**src/hdl/lbps_pkg.sv**
```systemverilog
`timescale 1ns / 1ps
`default_nettype none
// ----------------------------------------------------------------------------
// lbps_pkg
// Shared types, codes and helpers for the LED burst pattern sequencer.
// ----------------------------------------------------------------------------
package lbps_pkg;

  localparam int MS_W    = 16;
  localparam int CODE_W  = 2;
  localparam int IDX_W   = 4;
  localparam int REG_W   = 3;
  localparam int SUM_W   = MS_W + 1;
  localparam int BURST_W = SUM_W + 4;
  localparam int TOTAL_W = BURST_W + 1;

  localparam logic [CODE_W-1:0] FUNC_TICK      = 2'd0;
  localparam logic [CODE_W-1:0] FUNC_SET_STATE = 2'd1;
  localparam logic [CODE_W-1:0] FUNC_FRESET    = 2'd2;

  localparam logic [CODE_W-1:0] DEV_NOPOLL  = 2'd0;
  localparam logic [CODE_W-1:0] DEV_POLLING = 2'd1;
  localparam logic [CODE_W-1:0] DEV_FRESET  = 2'd2;

  localparam logic [CODE_W-1:0] MODE_PATTERN = 2'd0;
  localparam logic [CODE_W-1:0] MODE_ON      = 2'd1;
  localparam logic [CODE_W-1:0] MODE_OFF     = 2'd2;

  localparam logic [REG_W-1:0] REG_LED_MODE   = 3'd0;
  localparam logic [REG_W-1:0] REG_PULSE_ON   = 3'd1;
  localparam logic [REG_W-1:0] REG_PULSE_GAP  = 3'd2;
  localparam logic [REG_W-1:0] REG_NOPOLL_PER = 3'd3;
  localparam logic [REG_W-1:0] REG_POLL_PER   = 3'd4;
  localparam logic [REG_W-1:0] REG_FRESET_PER = 3'd5;

  localparam logic [MS_W-1:0] RST_PULSE_ON   = 16'd50;
  localparam logic [MS_W-1:0] RST_PULSE_GAP  = 16'd150;
  localparam logic [MS_W-1:0] RST_NOPOLL_PER = 16'd3000;
  localparam logic [MS_W-1:0] RST_POLL_PER   = 16'd1500;
  localparam logic [MS_W-1:0] RST_FRESET_PER = 16'd250;

  localparam logic [IDX_W-1:0] PULSES_NOPOLL  = 4'd1;
  localparam logic [IDX_W-1:0] PULSES_POLLING = 4'd2;
  localparam logic [IDX_W-1:0] PULSES_FRESET  = 4'd10;

  typedef struct packed {
    logic [CODE_W-1:0] led_mode;
    logic [MS_W-1:0]   pulse_on_ms;
    logic [MS_W-1:0]   pulse_gap_ms;
    logic [MS_W-1:0]   nopoll_period_ms;
    logic [MS_W-1:0]   polling_period_ms;
    logic [MS_W-1:0]   freset_period_ms;
  } lbps_cfg_t;

  typedef struct packed {
    logic              valid;
    logic [CODE_W-1:0] mode;
  } lbps_mode_wr_t;

  typedef struct packed {
    logic [CODE_W-1:0] current_state;
    logic [CODE_W-1:0] pending_state;
    logic [CODE_W-1:0] pattern_select;
    logic [IDX_W-1:0]  pulse_index;
    logic [MS_W-1:0]   phase_timer;
    logic              pulse_lit;
    logic              burst_done;
    logic              fr_once;
    logic              led_level;
  } lbps_state_t;

  function automatic lbps_state_t load_burst(lbps_state_t st, logic [CODE_W-1:0] sel,
                                             logic once);
    lbps_state_t r;
    r                = st;
    r.pulse_index    = '0;
    r.phase_timer    = '0;
    r.pulse_lit      = 1'b0;
    r.burst_done     = 1'b0;
    r.fr_once        = once;
    r.pattern_select = sel;
    r.led_level      = 1'b0;
    return r;
  endfunction

  function automatic logic [IDX_W-1:0] pulses_of(logic [CODE_W-1:0] sel);
    logic [IDX_W-1:0] p;
    case (sel)
      DEV_POLLING: p = PULSES_POLLING;
      DEV_FRESET:  p = PULSES_FRESET;
      default:     p = PULSES_NOPOLL;
    endcase
    return p;
  endfunction

endpackage
`default_nettype wire

```
**src/hdl/lbps_cfg_regs.sv**
```systemverilog
`timescale 1ns / 1ps
`default_nettype none
// ----------------------------------------------------------------------------
// lbps_cfg_regs
// Configuration register file; flags a mode write that changes the mode.
// ----------------------------------------------------------------------------
module lbps_cfg_regs import lbps_pkg::*; (
  input  wire logic               clk,
  input  wire logic               rst_n,
  input  wire logic               cfg_we,
  input  wire logic [REG_W-1:0]   cfg_index,
  input  wire logic [MS_W-1:0]    cfg_wdata,
  output lbps_cfg_t               cfg,
  output lbps_mode_wr_t           mode_wr
);

  lbps_cfg_t cfg_r, cfg_nxt;

  always_comb begin
    cfg_nxt       = cfg_r;
    mode_wr.valid = 1'b0;
    mode_wr.mode  = cfg_wdata[CODE_W-1:0];
    if (cfg_we) begin
      case (cfg_index)
        REG_LED_MODE: begin
          cfg_nxt.led_mode = cfg_wdata[CODE_W-1:0];
          mode_wr.valid    = (cfg_wdata[CODE_W-1:0] != cfg_r.led_mode);
        end
        REG_PULSE_ON:   cfg_nxt.pulse_on_ms       = cfg_wdata;
        REG_PULSE_GAP:  cfg_nxt.pulse_gap_ms      = cfg_wdata;
        REG_NOPOLL_PER: cfg_nxt.nopoll_period_ms  = cfg_wdata;
        REG_POLL_PER:   cfg_nxt.polling_period_ms = cfg_wdata;
        REG_FRESET_PER: cfg_nxt.freset_period_ms  = cfg_wdata;
        default: ;
      endcase
    end
  end

  always_ff @(posedge clk) begin
    if (!rst_n) begin
      cfg_r.led_mode          <= MODE_PATTERN;
      cfg_r.pulse_on_ms       <= RST_PULSE_ON;
      cfg_r.pulse_gap_ms      <= RST_PULSE_GAP;
      cfg_r.nopoll_period_ms  <= RST_NOPOLL_PER;
      cfg_r.polling_period_ms <= RST_POLL_PER;
      cfg_r.freset_period_ms  <= RST_FRESET_PER;
    end else begin
      cfg_r <= cfg_nxt;
    end
  end

  assign cfg = cfg_r;

endmodule
`default_nettype wire

```
**src/hdl/lbps_step.sv**
```systemverilog
`timescale 1ns / 1ps
`default_nettype none
// ----------------------------------------------------------------------------
// lbps_step
// Next-state logic: one transaction or one mode change per cycle.
// ----------------------------------------------------------------------------
module lbps_step import lbps_pkg::*; (
  input  lbps_state_t             st,
  input  lbps_cfg_t               cfg,
  input  lbps_mode_wr_t           mode_wr,
  input  wire logic               item_go,
  input  wire logic [CODE_W-1:0]  func,
  input  wire logic [MS_W-1:0]    tick_ms,
  input  wire logic [CODE_W-1:0]  new_state,
  output lbps_state_t             st_nxt
);

  logic [MS_W-1:0]    pt;
  logic [SUM_W-1:0]   pulse_sum;
  logic [BURST_W-1:0] burst_len;
  logic [TOTAL_W-1:0] total;
  logic [MS_W-1:0]    period;
  logic [IDX_W-1:0]   idx_inc;
  logic               pattern_mode;

  always_comb begin
    pt        = st.phase_timer + tick_ms;
    pulse_sum = {1'b0, cfg.pulse_on_ms} + {1'b0, cfg.pulse_gap_ms};
    case (st.pattern_select)
      DEV_POLLING: begin
        burst_len = {3'b0, pulse_sum, 1'b0};
        period    = cfg.polling_period_ms;
      end
      DEV_FRESET: begin
        burst_len = {1'b0, pulse_sum, 3'b0} + {3'b0, pulse_sum, 1'b0};
        period    = cfg.freset_period_ms;
      end
      default: begin
        burst_len = {4'b0, pulse_sum};
        period    = cfg.nopoll_period_ms;
      end
    endcase
    total        = {1'b0, burst_len} + {{(TOTAL_W-MS_W){1'b0}}, pt};
    idx_inc      = st.pulse_index + 4'd1;
    pattern_mode = (cfg.led_mode != MODE_ON) && (cfg.led_mode != MODE_OFF);
  end

  always_comb begin
    st_nxt = st;
    if (mode_wr.valid) begin
      case (mode_wr.mode)
        MODE_ON:  st_nxt.led_level = 1'b1;
        MODE_OFF: st_nxt.led_level = 1'b0;
        default:  st_nxt = load_burst(st, st.current_state, 1'b0);
      endcase
    end else if (item_go) begin
      case (func)
        FUNC_TICK: begin
          if (cfg.led_mode == MODE_ON) begin
            st_nxt.led_level = 1'b1;
          end else if (cfg.led_mode == MODE_OFF && !st.fr_once) begin
            st_nxt.led_level = 1'b0;
          end else if (!st.burst_done) begin
            st_nxt.phase_timer = pt;
            if (st.pulse_lit) begin
              if (pt >= cfg.pulse_on_ms) begin
                st_nxt.led_level   = 1'b0;
                st_nxt.pulse_lit   = 1'b0;
                st_nxt.phase_timer = '0;
                st_nxt.pulse_index = idx_inc;
                st_nxt.burst_done  = (idx_inc >= pulses_of(st.pattern_select));
              end
            end else if (pt >= cfg.pulse_gap_ms) begin
              st_nxt.led_level   = 1'b1;
              st_nxt.pulse_lit   = 1'b1;
              st_nxt.phase_timer = '0;
            end
          end else begin
            st_nxt.phase_timer = pt;
            if (total >= {{(TOTAL_W-MS_W){1'b0}}, period}) begin
              if (st.fr_once) begin
                st_nxt               = load_burst(st, st.pending_state, 1'b0);
                st_nxt.current_state = st.pending_state;
              end else begin
                st_nxt = load_burst(st, st.current_state, 1'b0);
              end
            end
          end
        end
        FUNC_SET_STATE: begin
          if (st.fr_once) begin
            st_nxt.pending_state = new_state;
          end else if (new_state != st.current_state) begin
            st_nxt.current_state = new_state;
            if (pattern_mode) begin
              st_nxt               = load_burst(st, new_state, 1'b0);
              st_nxt.current_state = new_state;
            end
          end
        end
        FUNC_FRESET: begin
          st_nxt               = load_burst(st, DEV_FRESET, 1'b1);
          st_nxt.pending_state = st.current_state;
        end
        default: ;
      endcase
    end
  end

endmodule
`default_nettype wire

```
**src/hdl/led_burst_pattern_sequencer.sv**
```systemverilog
`timescale 1ns / 1ps
`default_nettype none
// ----------------------------------------------------------------------------
// led_burst_pattern_sequencer
// Status LED burst sequencer: ticks, state changes and factory-reset one-shot.
// ----------------------------------------------------------------------------
// One transaction in gives one transaction out. Each accepted item is held in
// an input register, applied to the sequencer state by combinational
// compare/add logic, and its result lands in an output register; throughput
// is one item per clock unless the output stalls, and out_valid rises as the
// output register loads. Configuration writes take effect on the clock edge
// they are presented and must only be issued while no transaction is in flight.
// ----------------------------------------------------------------------------
module led_burst_pattern_sequencer import lbps_pkg::*; (
  input  wire logic               clk,
  input  wire logic               rst_n,
  input  wire logic               in_valid,
  output      logic               in_ready,
  input  wire logic [CODE_W-1:0]  in_func,
  input  wire logic [MS_W-1:0]    in_tick_ms,
  input  wire logic [CODE_W-1:0]  in_new_state,
  output      logic               out_valid,
  input  wire logic               out_ready,
  output      logic               out_led_on,
  output      logic [CODE_W-1:0]  out_device_state,
  output      logic               out_one_shot_active,
  input  wire logic               cfg_we,
  input  wire logic [REG_W-1:0]   cfg_index,
  input  wire logic [MS_W-1:0]    cfg_wdata
);

  lbps_cfg_t     cfg;
  lbps_mode_wr_t mode_wr;
  lbps_state_t   st_r, st_nxt;

  logic              s1_valid_r;
  logic [CODE_W-1:0] s1_func_r;
  logic [MS_W-1:0]   s1_tick_ms_r;
  logic [CODE_W-1:0] s1_new_state_r;
  logic              out_valid_r;
  logic              out_led_r;
  logic [CODE_W-1:0] out_state_r;
  logic              out_once_r;
  logic              advance;

  assign advance  = s1_valid_r && (!out_valid_r || out_ready);
  assign in_ready = !s1_valid_r || advance;

  lbps_cfg_regs u_cfg (
    .clk       (clk),
    .rst_n     (rst_n),
    .cfg_we    (cfg_we),
    .cfg_index (cfg_index),
    .cfg_wdata (cfg_wdata),
    .cfg       (cfg),
    .mode_wr   (mode_wr)
  );

  lbps_step u_step (
    .st        (st_r),
    .cfg       (cfg),
    .mode_wr   (mode_wr),
    .item_go   (advance),
    .func      (s1_func_r),
    .tick_ms   (s1_tick_ms_r),
    .new_state (s1_new_state_r),
    .st_nxt    (st_nxt)
  );

  always_ff @(posedge clk) begin
    if (!rst_n) begin
      st_r        <= load_burst('0, DEV_NOPOLL, 1'b0);
      s1_valid_r  <= 1'b0;
      out_valid_r <= 1'b0;
    end else begin
      st_r <= st_nxt;
      if (in_ready) begin
        s1_valid_r <= in_valid;
      end
      if (advance) begin
        out_valid_r <= 1'b1;
      end else if (out_ready) begin
        out_valid_r <= 1'b0;
      end
    end
  end

  always_ff @(posedge clk) begin
    if (in_ready && in_valid) begin
      s1_func_r      <= in_func;
      s1_tick_ms_r   <= in_tick_ms;
      s1_new_state_r <= in_new_state;
    end
    if (advance) begin
      out_led_r   <= st_nxt.led_level;
      out_state_r <= st_nxt.current_state;
      out_once_r  <= st_nxt.fr_once;
    end
  end

  assign out_valid           = out_valid_r;
  assign out_led_on          = out_led_r;
  assign out_device_state    = out_state_r;
  assign out_one_shot_active = out_once_r;

  a_oneshot_sel: assert property (@(posedge clk) disable iff (!rst_n)
    st_r.fr_once |-> (st_r.pattern_select == DEV_FRESET))
    else $error("one-shot running without factory-reset pattern");

  a_done_off: assert property (@(posedge clk) disable iff (!rst_n)
    st_r.burst_done |-> !st_r.pulse_lit)
    else $error("burst done while in on phase");

  a_idx_range: assert property (@(posedge clk) disable iff (!rst_n)
    st_r.pulse_index <= PULSES_FRESET)
    else $error("pulse index overran burst length");

  a_mode_on: assert property (@(posedge clk) disable iff (!rst_n)
    (advance && !mode_wr.valid && s1_func_r == FUNC_TICK && cfg.led_mode == MODE_ON)
      |=> (out_valid && out_led_on))
    else $error("tick in always-on mode did not light LED");

endmodule
`default_nettype wire

```
**config.mk**
```make
export PLATFORM = sky130hd
export DESIGN_NAME = led_burst_pattern_sequencer
export DESIGN_NICKNAME = d
export VERILOG_FILES = /design/src/hdl/lbps_pkg.sv /design/src/hdl/lbps_cfg_regs.sv /design/src/hdl/lbps_step.sv /design/src/hdl/led_burst_pattern_sequencer.sv
export SDC_FILE = /design/constraint.sdc
export NUM_CORES = 1
export LEC_CHECK = 0
export BUFFER_PORTS_ARGS = -buffer_cell sky130_fd_sc_hd__buf_2
export CAP_MARGIN = 20
export CORE_MARGIN = 2
export CORE_UTILIZATION = 58
export CTS_BUF_LIST = sky130_fd_sc_hd__clkbuf_8
export CTS_CLUSTER_DIAMETER = 40
export CTS_CLUSTER_SIZE = 8
export DETAILED_ROUTE_END_ITERATION = 6
export GPL_ROUTABILITY_DRIVEN = 0
export MAX_ROUTING_LAYER = met4
export PLACE_DENSITY = 0.79
export REMOVE_ABC_BUFFERS = 1
export SYNTH_ARGS = -nofsm -noshare
export SYNTH_HDL_FRONTEND = slang
export SYNTH_SLANG_ARGS = --single-unit
```
**constraint.sdc**
```tcl
create_clock -name clk -period 6.6 [get_ports clk]
set_clock_uncertainty 0.05 [all_clocks]
set_input_delay 0.33 -clock clk [delete_from_list [all_inputs] [get_ports clk]]
set_output_delay 0.33 -clock clk [all_outputs]
set_load 0.02 [all_outputs]
```
[Word level (Yosys, flattened, before mapping)]
Cells that the tools add are included.
Word-level totals
  word-level logic and storage cells: 133
  output and inout port bits: 6
  register bits: 138
  bits of input ports: 44
Cells by class
  bitwise operators: 2
  add/sub/neg operators: 5
  muxes and demuxes: 43
  equality and inequality tests: 29
  order comparisons: 4
  reduce and logical (&&, ||, !) cells: 27
Operator list (number)
  30-bit 2-to-1 mux: 5
  30-bit one-hot mux with 3 select lines: 1
  29-bit 2-to-1 mux: 2
  26-bit 2-to-1 mux: 2
  22-bit 2-to-1 mux: 2
  21-bit one-hot mux with 2 select lines: 1
  4-bit 2-to-1 mux: 9
  17-bit 2-to-1 mux: 2
  16-bit greater-or-equal comparator: 2
  16-bit one-hot mux with 2 select lines: 1
  25-bit 2-to-1 mux: 1
  21-bit by 16-bit adder with 22-bit output: 1
  22-bit by 16-bit greater-or-equal comparator with 1-bit output: 1
  20-bit by 18-bit adder with 21-bit output: 1
  16-bit by 16-bit adder with 17-bit output: 1
  16-bit adder: 1
  1-bit 2-to-1 mux: 13
  3-bit inequality test (second input constant): 4
  2-bit AND reduction: 6
  11-bit AND reduction: 1
  10-bit AND reduction: 1
  3-bit by 2-bit inequality test with 1-bit output (second input constant): 3
  9-bit AND reduction: 1
  2-bit by 1-bit equality test with 1-bit output (second input constant): 4
  other kinds (25): 44

[Longest topological paths before layout]
Gate-level depths: netlist of the first run.
  depth in word-level cells: 19
  gate-level depth with buffers: 35
  mapped depth without buffers: 34

[Hierarchy]
Synthesis of the first run repeated with hierarchy kept, for this count alone.
Second synthesis, totals
  cell total of the unflattened synthesis: 1211
  area, all modules: 10538.9 sq um
Modules (own cells, without submodules)
  lbps_step: times used 1, area an instance 5715.5 sq um, cells an instance 808
  lbps_cfg_regs: times used 1, area an instance 3215.6 sq um, cells an instance 307
  led_burst_pattern_sequencer: times used 1, area an instance 1607.8 sq um, cells an instance 96

[Worst setup path before layout of the first run]
No wires, ideal clock.
  kind: register -> register
  from: register u_cfg.cfg_r (netlist bit u_cfg.cfg[48])
  to: register st_r[13] (netlist name)
  stages on the path, launching flop included: 34
  data arrival time: 6.513 ns
  setup time: 0.059 ns
  clock period less this slack: 6.622 ns
  slack: -0.022 ns
  cell sequence: dfxtp_1 -> ha_1 -> inv_1 -> fa_1 -> nor2b_4 -> o31a_1 -> o41ai_2 -> o21bai_1 -> a21o_1 -> a21oi_1 -> xnor2_1 -> ha_1 -> o2111a_1 -> a211oi_1 -> xnor2_1 -> a22oi_1 -> o21ai_0 -> ha_1 -> or3_1 -> a221oi_1 -> nor2_1 -> xor2_1 -> ha_1 -> nand4_1 -> o21bai_1 -> a21boi_0 -> a211o_1 -> a311o_1 -> a21o_1 -> mux2i_4 -> a21boi_4 -> nor4_4 -> buf_6 -> a22o_1
On the way
  cells in the longest elaborated chain, start to end: 12
Ends and longest elaborated chain
  start: declaration: line lbps_cfg_regs.sv:17  | lbps_cfg_t cfg_r, cfg_nxt;
  start signal: assignment: line lbps_cfg_regs.sv:48  | cfg_r <= cfg_nxt;
  16-bit by 16-bit adder with 17-bit output: line lbps_step.sv:28  | pulse_sum = {1'b0, cfg.pulse_on_ms} + {1'b0, cfg.pulse_gap_ms};
  20-bit by 18-bit adder with 21-bit output: line lbps_step.sv:35  | burst_len = {1'b0, pulse_sum, 3'b0} + {3'b0, pulse_sum, 1'b0};
  21-bit one-hot mux with 2 select lines: line lbps_step.sv:29  | case (st.pattern_select)
  21-bit by 16-bit adder with 22-bit output: line lbps_step.sv:43  | total = {1'b0, burst_len} + {{(TOTAL_W-MS_W){1'b0}}, pt};
  22-bit by 16-bit greater-or-equal comparator with 1-bit output: line lbps_step.sv:80  | if (total >= {{(TOTAL_W-MS_W){1'b0}}, period}) begin
  30-bit 2-to-1 mux: line lbps_step.sv:80
  22-bit 2-to-1 mux *: line lbps_step.sv:63  | end else if (!st.burst_done) begin
  29-bit 2-to-1 mux *: line lbps_step.sv:61  | end else if (cfg.led_mode == MODE_OFF && !st.fr_once) begin
  29-bit 2-to-1 mux *: line lbps_step.sv:59  | if (cfg.led_mode == MODE_ON) begin
  30-bit one-hot mux with 3 select lines *: line lbps_step.sv:57  | case (func)
  30-bit 2-to-1 mux *: line lbps_step.sv:56  | end else if (item_go) begin
  30-bit 2-to-1 mux *: line lbps_step.sv:50  | if (mode_wr.valid) begin
  end signal: assignment: line led_burst_pattern_sequencer.sv:72  | st_r <= load_burst('0, DEV_NOPOLL, 1'b0);
  end signal: assignment: line led_burst_pattern_sequencer.sv:76  | st_r <= st_nxt;
  end: declaration: line led_burst_pattern_sequencer.sv:34  | lbps_state_t st_r, st_nxt;
Mark *: on every way between the ends. The rest lies on a longest branch, timed or not. The select of a mux whose other input is x is not followed.
A chain may end at the register's enable or synchronous reset.

==> summary.txt, run 1 <==
Outcome
  – Failing checks: DRC, setup timing
  – Status: finished, violations left

Logic synthesis
  – Top-area cell type share of the netlist area: 22.8%
  – Post-synthesis cell type count: 74
  – Cell taking the most area after synthesis: dfxtp_1
  – Post-synth EDFFs: 24
  – Count leader, synth: nand2_1
  – #FFs+latches synth: ~140
  – Mapped Area: 9990 µm²
  – Synth Instances: 1227
  – Commonest cells in the netlist: nand2_1 (206), ha_1 (124), a21oi_1 (118), dfxtp_1 (114), inv_1 (71)
  – Ranking of synthesized cells by area: dfxtp_1 (23%), ha_1 (16%), nand2_1 (7.7%)
  – Mean Syn Cell Area: 8.14 µm²
  – Yosys warns: 0
  – Async set-or-reset flop fraction in the synthesized netlist: 0%
  – Commonest register cell after synthesis: dfxtp_1
  – Post-synthesis sequential area ratio: 30.0%

Routing
  – Final wirelength: 27.8 mm
  – Vias: 9710
  – Initial DRC Count: 863
  – ANT nets after route: 0
  – Drt pass-1 iters: 7
  – # DRC: 2
  – DR vias/cell: roughly 6
  – Avg WL per Cell: 17.3 µm

Timing
  – Final hold violation count: 0
  – Worst setup margin: -0.159 ns
  – RSZ-0062 raised after global routing: yes
  – Slew @ Worst Pin: 0.828 ns
  – Min Tclk post-route: a little under 7 ns
  – Rel. slew slack: 44.8%
  – Fin. max-slew vios: 0
  – Final setup viols: 18
  – Fmax: 0.148 GHz
  – Final period util: 102%

Clocking
  – Clock Tree Buf Depth: 2
  – CTS sink cnt: about 140
  – CTS tree: yes
  – Clk pin slew, worst setup/hold paths: roughly 0.090 ns
  – Root buffer cell: clkbuf_8
  – CTS Buf Count: 17
  – H-tree level count: 4
  – Worst skew pair latency: 0.48 ns

Critical path
  – CP Launch Type: flip-flop
  – WP buf/inv: 1
  – R2R depth: 32
  – Worst r2r src: u_cfg.cfg[64]
  – Type of destination of the critical path: flip-flop
  – WS Path Type: flip-flop to flip-flop
  – Slowest cell on crit path: or3_4
  – RR Endpoint: out_device_state[0]
  – Critical Path AT: 6.94 ns
  – Cell count along the critical path: 32
  – Worst Path Max Fanout: 7
  – Crit path max-delay family: compound AO/OA/AOI/OAI gates
  – Critical Path Source: u_cfg.cfg[64]
  – CP max stage delay: 0.40 ns
  – Crit path to: out_device_state[0]
  – R2R setup slack: -0.16 ns
  – Critical path required time: 6.79 ns

Floorplan
  – FP Rows: 47
  – I/O pin count: 50
  – Core Box Area: 16700 µm²
  – Die W: 135 µm
  – Die area: 18300 µm²
  – Initial Util: 59.8%
  – Die Ht: 135 µm

Placement
  – Hpwl dp: 19.9 mm
  – Port Buffers: 49

Global route
  – Vias in the first global route: 8948
  – Initial antenna violation count: 0
  – First-pass GRT wire length: 43.9 mm
  – Total track usage: 31.0%
  – Total gr overflow: 0
  – Largest net degree at the start of global routing: 62

Layout
  – Antenna Cells: 0
  – Share of layout cells above drive strength 1: 19.0%
  – Final Core Density: 72.4%
  – Nets@finish: about 1500
  – Synth-to-Final Area Change: 21.0%

Power
  – LEAKAGE: just over 5 nW
  – PD cells: between 150 and 200 nW/µm²
  – Peak supply drop: 0.234 mV
  – Overall power: approximately 2.3 mW

Worst hold path
  – Hold Crit Class: input pin to flip-flop

Job
  – Max cap viols: 0
-- flip-flops by register name (all words and copies together) (netlist names) --
signal,flops
u_cfg.cfg,82
st_r,30
s1_tick_ms_r,16
out_device_state,2
s1_func_r,2
s1_new_state_r,2
out_led_on,1
out_one_shot_active,1
out_valid,1
s1_valid_r,1
-- placed cells by master (no fill, tap or decap), types with 6 or more instances in the layout --
| master | count |
|---|---|
| xor2_1 | 12 |
| o31a_1 | 6 |
| a22o_1 | 16 |
| nor2b_1 | 12 |
| o211ai_1 | 14 |
| nand4_1 | 8 |
| mux2i_1 | 9 |
| a21oi_1 | 107 |
| nor2_1 | 64 |
| a221o_1 | 16 |
| a221oi_1 | 9 |
| a22oi_1 | 9 |
| dlygate4sd3_1 | 20 |
| o21bai_1 | 12 |
| edfxtp_1 | 24 |
| a211o_1 | 6 |
| clkbuf_8 | 17 |
| a21o_1 | 25 |
| nor3_1 | 11 |
| o21a_1 | 12 |
| xnor2_1 | 44 |
| and2_1 | 9 |
| ha_1 | 118 |
| dfxtp_1 | 112 |
| o21ai_0 | 54 |
| nand3_1 | 36 |
| buf_4 | 101 |
| o21ai_1 | 11 |
| inv_1 | 71 |
| a211oi_1 | 9 |
| a31oi_1 | 9 |
| nand2_1 | 205 |
| buf_2 | 49 |
| nand2b_1 | 14 |
| a21oi_2 | 10 |
-- worst register-to-register path: cells and delay by family, from the launching register on --
kind,cells,cell delay [ns]
AO/OA/AOI/OAI,16,3.20
XOR/XNOR,3,0.36
adder cells (fa/ha/maj),4,0.89
buffers and inverters,1,0.13
flip-flops,1,0.34
multiplexers,1,0.18
AND/OR/NAND/NOR,7,1.36
-- final cells by class --
cell class	instances	area [µm²]
flip-flops and latches	138	3010
inverters	73	274
fillers	1238	4600
well taps	220	275
multi-input cells	967	6820
repair buffers	177	1320
clock buffers	17	234
clock inverters	15	164
-- power by group --
part,internal (mW),total [mW],switching (mW)
Combinational,0.304,0.675,0.372
Sequential,0.880,0.897,0.0169
Clock,0.345,0.720,0.375
Total,1.53,2.29,0.764
-- worst min path at each step --
stage          cells after the start           from       endpoint
2_1_floorplan                      1          rst_n  u_cfg.cfg[18]
3_3_place_gp                       2  u_cfg.cfg[44]  u_cfg.cfg[44]
3_5_place_dp                       2  u_cfg.cfg[38]  u_cfg.cfg[38]
4_1_cts                            3       in_valid     s1_valid_r
5_1_grt                            3       in_valid     s1_valid_r
6_report                           3       in_valid     s1_valid_r
-- layer usage --
metal | GRT usage, % | vias to the layer above | routed length (µm)
met2 | 47.5 | 401 | 12600
li1 | - | 4708 | -
met3 | 4.56 | 70 | 1910
met5 | - | - | 0
met1 | 42.1 | 4531 | 12500
met4 | 10.5 | 0 | 790
-- metrics by stage --
step / setup slack (ns) / area, µm² / hold WS (ns) / std cells / setup TNS, ns
3_5_place_dp: -0.385 / 11000 / 0.394 / 1533 / -8.24
3_3_place_gp: -0.126 / 11000 / 0.388 / 1532 / -1.93
4_1_cts: -0.0383 / 11800 / 0.0228 / 1598 / -0.0483
2_1_floorplan: -0.156 / 9790 / 0.352 / 1178 / -2.55
5_1_grt: -0.466 / 12100 / 0.0691 / 1607 / -11.12
6_report: -0.159 / 12100 / 0.0396 / 1607 / -1.78
-- logic make-up after synthesis --
group                    after synthesis  synth area share, %
AO/OA/AOI/OAI                        373                 24.8
XOR/XNOR                              57                 5.00
adder cells (fa/ha/maj)              128                 16.3
buffers and inverters                122                 4.76
flip-flops                           138                 30.0
multiplexers                          11                 1.24
AND/OR/NAND/NOR                      398                 17.8
-- repair_timing --
action                                  in CTS  in global routing
hold buffers                                20                  0
gates cloned                                 0                  1
buffers inserted                            13                  7
resized for setup                           40                 36
endpoints found under the setup margin      31                 32
pin swaps                                   44                 31
hold endpoints to repair                    20                  0
Power figures use the tool's default switching activity.
==> run 2, diff against run 1 <==
- CELL_PAD_IN_SITES_DETAIL_PLACEMENT: default -> 1
- CELL_PAD_IN_SITES_GLOBAL_PLACEMENT: default -> 1
- CORE_UTILIZATION: 58 -> 44
==> summary.txt, run 2 (synthesis results as in run 1) <==
Outcome
  – Status: finished, violations left (unchanged)
  – Failing checks: setup timing (was DRC, setup timing)

Clocking
  – Root buffer cell: clkbuf_8 (unchanged)
  – H-tree level count: 4 (unchanged)
  – Worst skew pair latency: 0.48 ns (about the same)
  – CTS sink cnt: 138 (unchanged)
  – Clock Tree Buf Depth: 2 (unchanged)
  – CTS Buf Count: 17 (unchanged)
  – CTS tree: yes (unchanged)
  – Clk pin slew, worst setup/hold paths: 0.10 ns (was 0.09 ns)

Power
  – Peak supply drop: 0.144 mV (was 0.234 mV)
  – P_int: 1.56 mW (was 1.53 mW)
  – LEAKAGE: 5.33 nW (was 5.19 nW)
  – Switching pwr: 819 µW (was 764 µW)
  – Clk network pwr share: 30.8% (was 31.4%)
  – Comb pwr share: 31.4% (was 29.5%)
  – Overall power: 2.38 mW (was 2.29 mW)
  – PD cells: 191 nW/µm² (was 189 nW/µm²)
  – Sw Share: 34.4% (was 33.3%)
  – Part of the power in registers: 37.7% (was 39.1%)

Timing
  – Final setup viols: 30 (was 18)
  – Fmax: 0.143 GHz (was 0.148 GHz)
  – Min Hold Slack: 0.0171 ns (was 0.0396 ns)
  – RSZ-0062 raised after global routing: yes (unchanged)
  – Slew @ Worst Pin: 1.05 ns (was 0.828 ns)
  – Final period util: 106% (was 102%)
  – Worst setup margin: -0.371 ns (was -0.159 ns)
  – Rel. slew slack: 30.2% (was 44.8%)
  – Final hold violation count: 0 (unchanged)
  – TNS Setup: -8.24 ns (was -1.78 ns)
  – Min Tclk post-route: 6.97 ns (was 6.76 ns)
  – Fin. max-slew vios: 0 (unchanged)

Global route
  – Initial antenna violation count: 0 (unchanged)
  – GR Util met2: 51.1% (was 47.5%)
  – Total track usage: 30.7% (was 31.0%)
  – Largest net degree at the start of global routing: 64 (was 62)
  – Global routing usage on met3: 4.23% (was 4.56%)
  – Total gr overflow: 0 (unchanged)
  – Met1 Use GR: 36.3% (was 42.1%)
  – Vias in the first global route: 10500 (was 8948)
  – Global route hottest layer: met2 (unchanged)
  – First-pass GRT wire length: 56.3 mm (was 43.9 mm)

Floorplan
  – Die W: 155 µm (was 135 µm)
  – Die area: 23900 µm² (was 18300 µm²)
  – I/O pin count: 50 (unchanged)
  – Initial Util: 44.5% (was 59.8%)
  – Die Ht: 155 µm (was 135 µm)
  – FP Rows: 55 (was 47)
  – Core Box Area: 22400 µm² (was 16700 µm²)

Critical path
  – WS Path Type: flip-flop to flip-flop (unchanged)
  – Type of destination of the critical path: flip-flop (unchanged)
  – Critical Path Source: u_cfg.cfg[48] (was u_cfg.cfg[64])
  – R2R setup slack: -0.37 ns (was -0.16 ns)
  – Slowest cell on crit path: dfxtp_2 (was or3_4)
  – Critical Path AT: 7.34 ns (was 6.94 ns)
  – Crit path to: st_r[15] (was out_device_state[0])
  – RR Endpoint: st_r[15] (was out_device_state[0])
  – Worst r2r src: u_cfg.cfg[48] (was u_cfg.cfg[64])
  – R2R depth: 35 (was 32)
  – Worst Path Max Fanout: 8 (was 7)
  – CP max stage delay: 0.37 ns (was 0.40 ns)
  – CP Launch Type: flip-flop (unchanged)
  – Critical path required time: 6.97 ns (was 6.79 ns)

Layout
  – Max FFs per register: 82 (unchanged)
  – Multi-input gate area: 6910 µm² (was 6820 µm²)
  – FILL cells: 2754 (was 1238)
  – Final Core Density: 55.4% (was 72.4%)
  – Non-Filler Instances: 1697 (was 1607)
  – Most common cell after layout, fill and taps aside: nand2_1 (unchanged)
  – Nets@finish: 1571 (was 1546)
  – Share of layout cells above drive strength 1: 21.5% (was 19.0%)
  – Final Instance Area: 12400 µm² (was 12100 µm²)
  – Most frequent cells in the layout: nand2_1 (205), buf_4 (127), ha_1 (117), dfxtp_1 (111), a21oi_1 (104) (was nand2_1 (205), ha_1 (118), dfxtp_1 (112), a21oi_1 (107), buf_4 (101))
  – FF/Latch Area: 3010 µm² (about the same)
  – Synth-to-Final Area Change: 24.4% (was 21.0%)
  – Antenna Cells: 0 (unchanged)

Placement
  – Placed Cells: 1622 (was 1533)
  – Hpwl dp: 25.4 mm (was 19.9 mm)
  – DP Worst Slack: -0.484 ns (was -0.385 ns)
  – Placed cell area: 11200 µm² (was 11000 µm²)
  – Port Buffers: 49 (unchanged)

Routing
  – ANT nets after route: 0 (unchanged)
  – Avg WL per Cell: 21.9 µm (was 17.3 µm)
  – Drt pass-1 iters: 5 (was 7)
  – Final wirelength: 37.1 mm (was 27.8 mm)
  – DR vias/cell: 6.03 (was 6.04)
  – Initial DRC Count: 594 (was 863)
  – # DRC: 0 (was 2)
  – Vias: 10200 (was 9710)

Worst hold path
  – Hold Crit Class: input pin to flip-flop (unchanged)

Job
  – Max cap viols: 0 (unchanged)
run 2: cell count changes in the layout (fill, tap and decap cells not counted), moves of 3 or more:
cell,before,now
buf_4,101,127
a21oi_1,107,104
clkinvlp_4,0,3
xnor2_2,1,5
o21ai_1,11,15
o21ai_0,54,50
xnor2_1,44,40
nor2_4,0,3
run 2: cell type report:
class	count	share of cell area, %
Timing Repair Buffer	202	11.9
Sequential cell	138	24.2
Inverter	73	2.20
Clock inverter	14	1.28
Tap cell	285	2.87
Multi-Input combinational cell	967	55.6
Clock buffer	18	1.99
run 2: worst min path at each step:
stage / from / endpoint / slack [ns] / depth (start not counted)
floorplan: rst_n / u_cfg.cfg[18] / 0.35 / 1
global placement: u_cfg.cfg[45] / u_cfg.cfg[45] / 0.39 / 2
detailed placement: u_cfg.cfg[47] / u_cfg.cfg[47] / 0.40 / 2
CTS: in_valid / s1_valid_r / 0.005 / 3
global route: in_valid / s1_valid_r / 0.03 / 3
finish: in_valid / s1_valid_r / 0.02 / 3
run 2: repair_timing:
| item | in CTS | in global routing |
|---|---|---|
| endpoints found under the setup margin | 32 | 32 |
| hold endpoints to repair | 20 | 0 |
| gates cloned | 1 | 0 |
| buffers inserted | 12 | 10 |
| resized for setup | 37 | 64 |
| hold buffers | 20 | 0 |
| pin swaps | 35 | 46 |
run 2: per-layer routing:
layer | up-vias | part of all wire (%)
li1 | 4735 | -
met1 | 5043 | 42
met2 | 334 | 48
met3 | 129 | 4.6
met4 | 0 | 5.6
met5 | - | 0
run 2: worst max-delay path: cells and delay by family (launching register included):
family	cells	cell delay (ns)
AOI/OAI and AO/OA	15	2.88
adders and majority gates	5	1.44
and+or+nand+nor	6	0.81
buffers and inverters	5	0.70
xor gates and xnor gates	3	0.46
DFF	1	0.37
muxes	1	0.21
run 2: power by group through the flow:
stage | Sequential (mW) | Clock [mW] | Combinational [mW]
2_1_floorplan | 0.912 | 0 | 0.381
6_report | 0.897 | 0.733 | 0.748
3_3_place_gp | 0.915 | 0 | 0.608
3_5_place_dp | 0.915 | 0 | 0.633
4_1_cts | 0.896 | 0.738 | 0.672
5_1_grt | 0.900 | 0.780 | 0.805
